===== config.mk =====
export PLATFORM = sky130hd
export DESIGN_NAME = ttrr_ctrl
export DESIGN_NICKNAME = d
export VERILOG_FILES = /design/src/rtl/core/ttrr_pkg.sv /design/src/rtl/core/ttrr_ctrl.sv
export SDC_FILE = /design/constraint.sdc
export NUM_CORES = 1
export LEC_CHECK = 0
export BUFFER_PORTS_ARGS = -buffer_cell sky130_fd_sc_hd__buf_2
export CAP_MARGIN = 15
export CORE_AREA = 2 2 39 41
export CTS_CLUSTER_DIAMETER = 200
export DETAILED_ROUTE_END_ITERATION = 7
export DIE_AREA = 0 0 41 43
export GPL_TIMING_DRIVEN = 0
export PLACE_DENSITY = 0.74
export SKIP_CTS_REPAIR_TIMING = 1
export SLEW_MARGIN = 10
export SYNTH_ARGS = -nofsm -noshare
export SYNTH_HDL_FRONTEND = slang
export SYNTH_SLANG_ARGS = --single-unit

===== constraint.sdc =====
create_clock -name clk -period 2.9 [get_ports clk]
set_input_delay 0.29 -clock clk [delete_from_list [all_inputs] [get_ports clk]]
set_output_delay 0.29 -clock clk [all_outputs]
set_load 0.005 [all_outputs]

===== src/rtl/core/ttrr_pkg.sv =====
// Shared types and constants for the task table round robin scheduler.
// Depends on nothing; ttrr_ctrl, ttrr_dp and the top level import it.
`timescale 1ns / 1ps
`default_nettype none
package ttrr_pkg;

  localparam int OP_W = 5;
  localparam int GRP_W = 8;
  localparam int TGT_W = 4;
  localparam int DLY_W = 8;
  localparam int FLG_W = 8;
  localparam int ARG_W = 16;
  localparam int STS_W = 3;
  localparam int SLOTO_W = 4;
  localparam int CFG_IDX_W = 1;
  localparam int CFG_DATA_W = 8;

  localparam logic [CFG_IDX_W-1:0] CFG_FIRST_GROUP = 1'd0;
  localparam logic [CFG_IDX_W-1:0] CFG_PROT_MASK = 1'd1;

  typedef enum logic [OP_W-1:0] {
    OP_INIT = 5'd0, OP_CREATE = 5'd1, OP_CREATE_ONCE = 5'd2, OP_RECREATE = 5'd3,
    OP_FIND = 5'd4, OP_KILL_GROUP = 5'd5, OP_KILL_SLOT = 5'd6, OP_KILL_ALL = 5'd7,
    OP_SLEEP = 5'd8, OP_EXIT = 5'd9, OP_SET_GROUP = 5'd10, OP_SET_FLAGS = 5'd11,
    OP_CLEAR_FLAGS = 5'd12, OP_SET_ARG = 5'd13, OP_GET_ARG = 5'd14,
    OP_DISPATCH = 5'd15, OP_TICK = 5'd16
  } op_t;

  typedef enum logic [STS_W-1:0] {
    STS_OK = 3'd0, STS_NO_FREE = 3'd1, STS_NO_CURRENT = 3'd2, STS_KILL_CURRENT = 3'd3,
    STS_KILL_FAILED = 3'd4, STS_NOT_FOUND = 3'd5, STS_WAIT_TICK = 3'd6
  } status_t;

  localparam logic [1:0] ST_FREE = 2'd0;
  localparam logic [1:0] ST_READY = 2'd1;
  localparam logic [1:0] ST_SLEEP = 2'd2;

  // One input word.
  typedef struct packed {
    logic [OP_W-1:0] op;
    logic [GRP_W-1:0] group_id;
    logic [TGT_W-1:0] target_slot;
    logic [DLY_W-1:0] delay_ticks;
    logic [FLG_W-1:0] flag_bits;
    logic [ARG_W-1:0] arg_in;
  } in_word_t;

  // One result word.
  typedef struct packed {
    logic [STS_W-1:0] status;
    logic [SLOTO_W-1:0] slot;
    logic matched;
    logic [ARG_W-1:0] arg_out;
  } out_word_t;

  // Scan commands from the controller to the datapath.
  typedef enum logic [2:0] {
    SC_NONE, SC_LOAD, SC_FREE, SC_GROUP, SC_VICTIM, SC_RECRE, SC_KILLALL, SC_DISP
  } scan_t;

  typedef struct packed {
    logic load;          // latch the input word, set the scan start index
    logic first;         // non-scanning op or early error result at the first step
    scan_t scan;         // per-slot action this cycle
    logic step;          // advance scan index
  } dp_cmd_t;

  typedef struct packed {
    logic last;          // scan index is at the last slot
    logic hit;           // slot at scan index satisfies the scan test
    logic found;         // a hit has been recorded in the recreate scan
    logic fatal;         // early check failed for this op
    logic disp_wrap;     // dispatch meets table end with no tick since the pass began
  } dp_sts_t;

endpackage
`default_nettype wire


===== src/rtl/core/ttrr_ctrl.sv =====
// Controller for the scheduler: sequences single-step ops and slot scans.
// Depends on ttrr_pkg for the command and status structs.
`timescale 1ns / 1ps
`default_nettype none
module ttrr_ctrl (
  input  wire logic clk,
  input  wire logic rst_n,
  input  wire logic in_fire,
  input  wire logic [ttrr_pkg::OP_W-1:0] in_op,
  input  wire logic out_free,
  input  wire ttrr_pkg::dp_sts_t sts,
  output ttrr_pkg::dp_cmd_t cmd,
  output logic busy,
  output logic done
);
  import ttrr_pkg::*;

  typedef enum logic [2:0] {S_IDLE, S_FIRST, S_SCAN1, S_SCAN2, S_DONE} state_t;

  state_t state_r, state_nxt;
  logic [OP_W-1:0] op_r, op_nxt;

  // Which scan each op needs first.
  function automatic scan_t scan_a(input logic [OP_W-1:0] op);
    case (op)
      OP_CREATE, OP_CREATE_ONCE: scan_a = (op == OP_CREATE_ONCE) ? SC_GROUP : SC_FREE;
      OP_RECREATE: scan_a = SC_RECRE;
      OP_FIND: scan_a = SC_GROUP;
      OP_KILL_GROUP: scan_a = SC_VICTIM;
      OP_KILL_ALL: scan_a = SC_KILLALL;
      OP_DISPATCH: scan_a = SC_DISP;
      default: scan_a = SC_NONE;
    endcase
  endfunction

  always_comb begin
    state_nxt = state_r;
    op_nxt = op_r;
    cmd = '0;
    cmd.scan = SC_NONE;
    done = 1'b0;
    unique case (state_r)
      S_IDLE: begin
        if (in_fire) begin
          cmd.load = 1'b1;
          op_nxt = in_op;
          state_nxt = S_FIRST;
        end
      end
      S_FIRST: begin
        // Non-scanning ops execute here; scanning ops check early errors.
        if (scan_a(op_r) == SC_NONE || sts.fatal) begin
          cmd.first = 1'b1;
          state_nxt = S_DONE;
        end else begin
          state_nxt = S_SCAN1;
        end
      end
      S_SCAN1: begin
        cmd.scan = scan_a(op_r);
        cmd.step = 1'b1;
        if (op_r == OP_DISPATCH) begin
          if (sts.disp_wrap || sts.hit) state_nxt = S_DONE;
        end else if ((op_r == OP_CREATE_ONCE && sts.hit) ||
                     ((op_r == OP_FIND || op_r == OP_CREATE) && sts.hit)) begin
          state_nxt = S_DONE;
        end else if (sts.last) begin
          if (op_r == OP_CREATE_ONCE) state_nxt = S_SCAN2;
          else if (op_r == OP_RECREATE) state_nxt = (sts.found || sts.hit) ? S_SCAN2 : S_DONE;
          else state_nxt = S_DONE;
        end
      end
      S_SCAN2: begin
        // Second scan: free-slot search, for create once and recreate.
        cmd.scan = SC_FREE;
        cmd.step = 1'b1;
        if (sts.hit || sts.last) begin
          state_nxt = S_DONE;
        end
      end
      S_DONE: begin
        if (out_free) begin
          done = 1'b1;
          state_nxt = S_IDLE;
        end
      end
      default: state_nxt = S_IDLE;
    endcase
  end

  assign busy = (state_r != S_IDLE);

  always_ff @(posedge clk) begin
    if (!rst_n) begin
      state_r <= S_IDLE;
      op_r <= '0;
    end else begin
      state_r <= state_nxt;
      op_r <= op_nxt;
    end
  end
endmodule
`default_nettype wire


==> flow_metrics.tcl, run 1 <==
set metrics [dict create \
    status "finished, final reports clean" \
    cap_viol_max_count 0 \
    grt_remaining_overflow 0 \
    finalSetupViolCount 0 \
    syn_area_per_cell_um2 7.46 \
    nets 126 \
    clock_latency_ns 0.25 \
    crit_arrival_ns 1.59 \
    placementRows 14 \
    cts.sinks 8 \
    clk_path_buf_depth 2 \
    worst_slew_pin_slew_ns 0.353 \
    grt_pass1_vias 619 \
    worstPathMaxFanout 8 \
    synth_cell_types 36 \
    drv_slew 0 \
    cts_buffers 3 \
    tns_ns 0 \
    yosys.area.top_type_share_pct 25.0 \
    min_path_type "in -> reg" \
    path_class "reg -> out" \
    syn_to_final_growth_pct 23.0 \
    power_mw 0.288 \
    worstPathRequired_ns 2.61 \
    yosysTopAreaCell "dfxtp_1" \
    period_share_pct 64.8 \
    rr_startpoint "op_r[4]$_SDFFE_PN0P_" \
    gp_congestion 0.877 \
    ys_ff_latch 8 \
    vias 701 \
    hpwl_um 1180 \
    grt_pass1_wl_um 2350 \
    fin_skew_ns 0.00393 \
    synthCells 86 \
    port_buffers 21 \
    syn_nets 100 \
    power_density_nw_per_um2 364 \
    antenna_found_initial 0 \
    root_buffer "clkbuf_4" \
    cts_htree_levels 1 \
    finalNonFillerCells 126 \
    rsz0062_at_grt "no" \
    syn_area_um2 642 \
    slew_headroom_pct 76.3 \
    drtIter0Drc 25 \
    ant_nets 0 \
    timing.fmax_mhz 532 \
    start_util_pct 46.4 \
    die_x_um 41 \
    die_area_um2 1760 \
    yosys-top-cells-area "dfxtp_1 (25%), nand2_1 (9.9%), a21boi_0 (5.8%)" \
    p_leak_nw 0.398 \
    routed_wl_um 1520 \
    worst_hold_startpoint "in_op[0]" \
    clkTransAtPathRegs_ns 0.06 \
    grt_usage_pct 19.4 \
    die_y_um 43 \
    core_um2 1380 \
    grt_max_degree 11 \
    seq_area_frac_synth_pct 25.0 \
    routedWlPerCell_um 12.0 \
    startpoint "op_r[3]$_SDFFE_PN0P_" \
    hold_viol 0 \
    ys_warn_count 0 \
    drive_gt1_share_pct 31.8 \
    routed_via_density 5.56 \
    io_pins 22 \
    place_inst 123 \
    period_needed_ns 1.88 \
    max-vdd-ir-drop_mv 0.222 \
    first_pass_iters 4 \
    cts_tree "done" \
    diodes 0 \
    start_kind "flop" \
    drcViolationCount 0 \
    setup.worst_path.end_class "output port" \
]
[layer usage]
metal | track usage [%] | vias up | share of wire, %
met4 | 10.7 | 0 | 0.66
li1 | - | 357 | -
met1 | 21.5 | 323 | 45
met2 | 31.9 | 19 | 49
met5 | 0 | - | 0
met3 | 4.19 | 2 | 5.6
[layout make-up]
cell class	count	area [um2]
Fill cell	141	594
Timing Repair Buffer	21	105
Inverter	4	15.0
Clock buffer	3	22.5
Tap cell	16	20.0
Multi-Input combinational cell	70	429
Sequential cell	8	160
Buffer	4	37.5
[logic make-up (layout without fill, tap and decap cells)]
family,Yosys count,after routing,share of synthesized area (%)
AO/OA/AOI/OAI,24,24,28.3
XOR/XNOR,2,2,2.73
buffers and inverters,8,32,8.19
flip-flops,8,8,25.0
AND/OR/NAND/NOR,44,44,35.9
[cells in the mapped netlist]
cell type and number:
a21o_2 1, o311a_2 1, or4b_4 1, a21oi_1 3, o211a_1 1, a2111o_1 1, o21ai_0 3, buf_6 2
inv_1 4, o311a_1 1, a211oi_1 1, nor4_2 1, nand2_1 17, o21a_1 2, xnor2_1 1, and3_1 3
nand4_2 1, and3b_1 1, nor3_1 3, buf_4 2, nor2_1 8, xor2_1 1, or2b_1 1, dfxtp_1 8
or2_2 1, a221oi_1 1, a21boi_0 5, and2_1 1, nor3b_1 1, a21oi_2 1, nor4_1 1, nand3_1 3
nor2b_1 1, o211ai_1 1, a21o_1 1, a22oi_1 1
[layout by cell type, fill, tap and decap left out, drive strengths merged, types with 2 or more instances in the layout]
cell	instances
nand2	17
o311a	2
and3	3
nor4	2
nor3	3
nand3	3
a21boi	5
o21ai	3
a21o	2
inv	4
a21oi	4
buf	25
o21a	2
nor2	8
clkbuf	3
dfxtp	8
[final timing paths]
path                                                 to  slack [ns]  depth (start not counted)
worst max-delay path                             cmd[2]        1.02                          6
worst min-delay path               op_r[0]$_SDFFE_PN0P_        0.28                          3
worst max register to register  state_r[0]$_SDFFE_PN0P_        1.26                          5
worst min register to register     op_r[4]$_SDFFE_PN0P_        0.57                          2
[registers in the layout (all words and copies together) (netlist names)]
name / cells
state_r: 3
op_r: 5
[per-stage QoR]
| step | hold WS [ns] | setup WS, ns | utilization [%] | cell area [um2] |
|---|---|---|---|---|
| 2_1_floorplan | 0.408 | 1.36 | - | 642 |
| 3_3_place_gp | 0.545 | 1.26 | 55.4 | 767 |
| 3_5_place_dp | 0.549 | 1.27 | 55.4 | 767 |
| 4_1_cts | 0.282 | 1.02 | 57.1 | 790 |
| 5_1_grt | 0.294 | 0.900 | 57.1 | 790 |
| 6_report | 0.284 | 1.02 | 57.1 | 790 |
[power breakdown]
part	leakage [nW]	switching, mW	internal [mW]
Clock	0.0138	0.0368	0.0473
Sequential	0.0656	0.00745	0.117
Combinational	0.318	0.0428	0.0367
Total	0.398	0.0870	0.201
[worst max-delay path, cell delays in order (launching register included)]
cell	delay, ns
dfxtp_1	0.48
nor3_1	0.10
a21o_2	0.19
a22oi_1	0.22
nor2_1	0.06
o21a_1	0.16
buf_2	0.12
No activity file was read; power rests on OpenSTA's default activity.
==> inputs of run 2 (changes only) <==
--- a/config.mk
+++ b/config.mk
@@ -7,12 +7,12 @@
 export LEC_CHECK = 0
 export BUFFER_PORTS_ARGS = -buffer_cell sky130_fd_sc_hd__buf_2
 export CAP_MARGIN = 15
-export CORE_AREA = 2 2 39 41
+export CORE_MARGIN = 2
+export CORE_UTILIZATION = 43
 export CTS_CLUSTER_DIAMETER = 200
 export DETAILED_ROUTE_END_ITERATION = 7
-export DIE_AREA = 0 0 41 43
 export GPL_TIMING_DRIVEN = 0
-export PLACE_DENSITY = 0.74
+export PLACE_DENSITY = 0.7
 export SKIP_CTS_REPAIR_TIMING = 1
 export SLEW_MARGIN = 10
 export SYNTH_ARGS = -nofsm -noshare
==> constraint.sdc (replaced) <==
create_clock -name clk -period 1.71 [get_ports clk]
set_input_delay 0.171 -clock clk [delete_from_list [all_inputs] [get_ports clk]]
set_output_delay 0.171 -clock clk [all_outputs]
set_load 0.005 [all_outputs]
==> run 2 against run 1 <==
  * Final area increased by 6.8%
  * Cell count increased by 1.6%
  * Total power is 78% higher
  * Worst setup slack got worse by 0.97 ns
  * Clock-buffer cell count did not move
  * Critical path depth increased by 1
  * Critical endpoint unchanged
  * Largest cell class unchanged
  * Highest routed layer unchanged
==> flow_metrics.tcl, run 2 (synthesis results as in run 1) <==
set metrics [dict create \
    cts_buffers 3 \
    rsz0062_at_grt "yes" \
    first_pass_iters 4 \
    cts.sinks 8 \
    p_clk_share_pct 28.3 \
    max-vdd-ir-drop_mv 0.367 \
    worstPathMaxFanout 9 \
    period_share_pct 96.8 \
    fin_util_pct 62.5 \
    clk_path_buf_depth 2 \
    drtIter0Drc 16 \
    hpwl_um 1150 \
    root_buffer "clkbuf_4" \
    grt_pass1_vias 527 \
    switching_share_pct 30.8 \
    grt_remaining_overflow 0 \
    diodes 0 \
    period_needed_ns 1.66 \
    drv_slew 0 \
    intPower_mw 0.353 \
    cts_htree_levels 1 \
    dp_worst_setup_slack_ns 0.0646 \
    place_inst 122 \
    antenna_found_initial 0 \
    postLayoutCellArea_um2 843 \
    layout_common_cells "buf_2 (21), nand2_1 (17), nor2_1 (8), a21boi_0 (5), dfxtp_1 (5)" \
    slew_headroom_pct 76.9 \
    status "finished, final reports clean" \
    cap_viol_max_count 0 \
    finalNonFillerCells 128 \
    ant_nets 0 \
    start_kind "flop" \
    drcViolationCount 0 \
    grt_usage_pct 16.8 \
    finalSetupViolCount 0 \
    port_buffers 21 \
    drive_gt1_share_pct 40.7 \
    placed_cell_area_um2 766 \
    clock_latency_ns 0.25 \
    nets 129 \
    top_regs "op_r (5), state_r (3)" \
    final_common_cell "buf_2" \
    start_util_pct 47.5 \
    p_switching_mw 0.157 \
    core_um2 1350 \
    die_x_um 42.6 \
    combPwrFrac_pct 30.1 \
    top_register "op_r" \
    worst_slew_pin_slew_ns 0.343 \
    placementRows 13 \
    path_class "reg -> out" \
    fin_hold_ws_ns 0.150 \
    syn_to_final_growth_pct 31.4 \
    gp_congestion 0.864 \
    hold_viol 0 \
    worstPathRequired_ns 1.54 \
    grt_max_degree 11 \
    grt_pass1_wl_um 2330 \
    die_y_um 42.6 \
    min_path_type "in -> reg" \
    vias 720 \
    p_leak_nw 0.419 \
    routed_wl_um 1610 \
    setup_ws_ns 0.0543 \
    io_pins 22 \
    routed_via_density 5.63 \
    setup.worst_path.end_class "output port" \
    die_area_um2 1820 \
    timing.fmax_mhz 604 \
    largest_register_ffs 5 \
    routedWlPerCell_um 12.6 \
    crit_arrival_ns 1.48 \
    clkTransAtPathRegs_ns 0.06 \
    fin_skew_ns 0.00374 \
    cts_tree "done" \
    power_density_nw_per_um2 606 \
    p_seq_share_pct 41.6 \
]
==> run 2: cell count changes in the layout (fill, tap and decap cells not counted), sizes merged <==
cell and delta:
buf +3
==> run 2: power groups by stage <==
stage / registers [mW] / logic, mW / clock network (mW)
2_1_floorplan: 0.211 / 0.0917 / 0
3_3_place_gp: 0.213 / 0.130 / 0
3_5_place_dp: 0.214 / 0.133 / 0
4_1_cts: 0.210 / 0.133 / 0.151
5_1_grt: 0.214 / 0.169 / 0.162
6_report: 0.213 / 0.153 / 0.145
==> run 2: worst max-delay path: stages, from the launching register on <==
cell	delay (ns)
dfxtp_2	0.34
buf_6	0.13
nor3_2	0.05
a21o_2	0.19
a22oi_2	0.19
nor2_1	0.06
o21a_1	0.16
buf_2	0.12
==> run 2: area by class of cell <==
type | count | area [um2]
fill | 133 | 507
multi-input combinational | 70 | 450
sequential | 8 | 164
buffer | 4 | 45.0
timing repair buffer | 24 | 128
inverter | 4 | 15.0
tap | 15 | 18.8
clock buffer | 3 | 22.5
==> run 2: stage by stage <==
stage	setup TNS, ns	power, mW
4_1_cts	-0.0991	0.495
3_5_place_dp	0	0.347
6_report	0	0.511
5_1_grt	-0.0444	0.544
3_3_place_gp	0	0.344
2_1_floorplan	0	0.303
==> run 2: worst paths after layout <==
kind,from,end,slack (ns),cells after the start
max,op_r[1]$_SDFFE_PN0P_,cmd[2],0.05,7
max reg2reg,state_r[2]$_SDFFE_PN0P_,state_r[0]$_SDFFE_PN0P_,0.06,5
min,in_op[3],op_r[3]$_SDFFE_PN0P_,0.15,3
min reg2reg,op_r[4]$_SDFFE_PN0P_,op_r[4]$_SDFFE_PN0P_,0.52,2
==> run 2: layer usage <==
layer  GRT usage, %  routed length (um)
met1           24.7                 750
met2           22.7                 776
met3           2.59                  72
met4           9.38                  14
met5              0                   0
==> inputs of run 3 (changes only) <==
--- a/config.mk
+++ b/config.mk
@@ -11,7 +11,7 @@
 export CORE_UTILIZATION = 43
 export CTS_CLUSTER_DIAMETER = 200
 export DETAILED_ROUTE_END_ITERATION = 7
-export GPL_TIMING_DRIVEN = 0
+export GPL_TIMING_DRIVEN = 1
 export PLACE_DENSITY = 0.7
 export SKIP_CTS_REPAIR_TIMING = 1
 export SLEW_MARGIN = 10
==> run 3 against run 2 <==
  * Critical path type unchanged
  * Sequential share of layout area increased by 1.4 points
  * Highest routed layer unchanged
  * Cell count decreased by 0.78%
  * Clock-buffer cell count unchanged
  * Register-to-register slack improved by 0.03 ns
  * Total power decreased by 3.9%
  * Combinational power decreased by 13%
  * Critical path depth decreased by 3
==> flow_metrics.tcl, run 3 (synthesis results as in run 1) <==
set metrics [dict create \
    cts_htree_levels 1 \
    setup.worst_path.end_class "output port" \
    fin_hold_ws_ns 0.159 \
    grt_usage_pct 17.4 \
    status "finished, final reports clean" \
    first_pass_iters 4 \
    cts.sinks 8 \
    fin_util_pct 61.3 \
    drcViolationCount 0 \
    routedWlPerCell_um 12.1 \
    top_register "op_r" \
    routed_wl_um 1540 \
    worstPathMaxFanout 5 \
    die_y_um 42.6 \
    timing.fmax_mhz 616 \
    p_leak_nw 0.412 \
    grt_remaining_overflow 0 \
    routed_via_density 5.45 \
    slew_headroom_pct 78.2 \
    place_inst 124 \
    nFillCells 137 \
    path_class "reg -> out" \
    multi_input_area_um2 448 \
    drv_slew 0 \
    largest_register_ffs 5 \
    grt_pass1_vias 569 \
    syn_to_final_growth_pct 28.8 \
    placementRows 13 \
    period_share_pct 94.9 \
    crit_arrival_ns 1.45 \
    max-vdd-ir-drop_mv 0.384 \
    min_path_type "in -> reg" \
    vias 692 \
    grt_pass1_wl_um 2410 \
    diodes 0 \
    start_util_pct 47.5 \
    setup_ws_ns 0.0876 \
    slowest_delay_ns 0.35 \
    rsz0062_at_grt "no" \
    cts_buffers 3 \
    grt_max_degree 12 \
    cp_cell_sequence "or2_2 > a221oi_2 > and3b_1 > buf_2" \
    ant_nets 0 \
    die_area_um2 1820 \
    cap_viol_max_count 0 \
    final_common_cell "buf_2" \
    worstPathRequired_ns 1.54 \
    io_pins 22 \
    clock_latency_ns 0.25 \
    root_buffer "clkbuf_4" \
    top_regs "op_r (5), state_r (3)" \
    hold_viol 0 \
    die_x_um 42.6 \
    worst_slew_pin_slew_ns 0.324 \
    antenna_found_initial 0 \
    whs_path_depth 3 \
    path_depth 4 \
    worst-path-buf-inv 1 \
    clkTransAtPathRegs_ns 0.05 \
    drtIter0Drc 28 \
    clk_path_buf_depth 2 \
    start_kind "flop" \
    hpwl_um 1170 \
    port_buffers 21 \
    critPathTopFamily "simple AND/OR/NAND/NOR gates" \
    power_density_nw_per_um2 593 \
    tns_ns 0 \
    dp_worst_setup_slack_ns 0.0533 \
    finalSetupViolCount 0 \
    period_needed_ns 1.62 \
    finalNonFillerCells 127 \
    reg2reg_depth 5 \
    layout_common_cells "buf_2 (21), nand2_1 (17), nor2_1 (8), buf_4 (6), a21boi_0 (5)" \
    cp_slowest_cell "dfxtp_1" \
    regArea_um2 173 \
    core_um2 1350 \
    fin_skew_ns 0.00210 \
    nets 128 \
    cts_tree "done" \
    gp_congestion 0.901 \
    drive_gt1_share_pct 40.2 \
]
==> run 3: cell types whose count changed in the layout (fill, tap and decap cells not counted), sizes merged <==
cell / change
buf: -1
==> run 3: through the flow <==
step           area (um2)  power [mW]
2_1_floorplan         642       0.303
4_1_cts               796       0.492
3_5_place_dp          773       0.347
3_3_place_gp          773       0.346
6_report              827       0.491
5_1_grt               827       0.524
==> run 3: path summary, 6_finish.rpt <==
kind                        startpoint  slack (ns)                       to
setup reg to reg  op_r[4]$_SDFFE_PN0P_        0.09  state_r[0]$_SDFFE_PN0P_
setup / recovery  op_r[4]$_SDFFE_PN0P_        0.09                   cmd[4]
hold reg to reg   op_r[0]$_SDFFE_PN0P_        0.53     op_r[0]$_SDFFE_PN0P_
hold / removal                in_op[3]        0.16     op_r[3]$_SDFFE_PN0P_
==> run 3: cell type report <==
class	instances	area share [%]
repair buffers	27	18.2
well taps	15	2.27
clock buffers	3	2.72
inverters	4	1.82
multi-input cells	70	54.2
flip-flops and latches	8	20.9
==> run 3: power breakdown <==
group	internal, mW	switching, mW
Combinational	0.0655	0.0679
Sequential	0.197	0.0201
Clock	0.0800	0.0601
Total	0.343	0.148
==> run 3: worst min-delay path: stages <==
cell      delay [ns]
buf_2           0.09
nand2_1         0.04
a21boi_0        0.06
==> run 3: layer usage <==
layer  wire length [um]  GRT usage, %
met2                664          22.1
met1                761          25.9
met5                  0             0
met3                 97          4.31
met4                 16          9.38
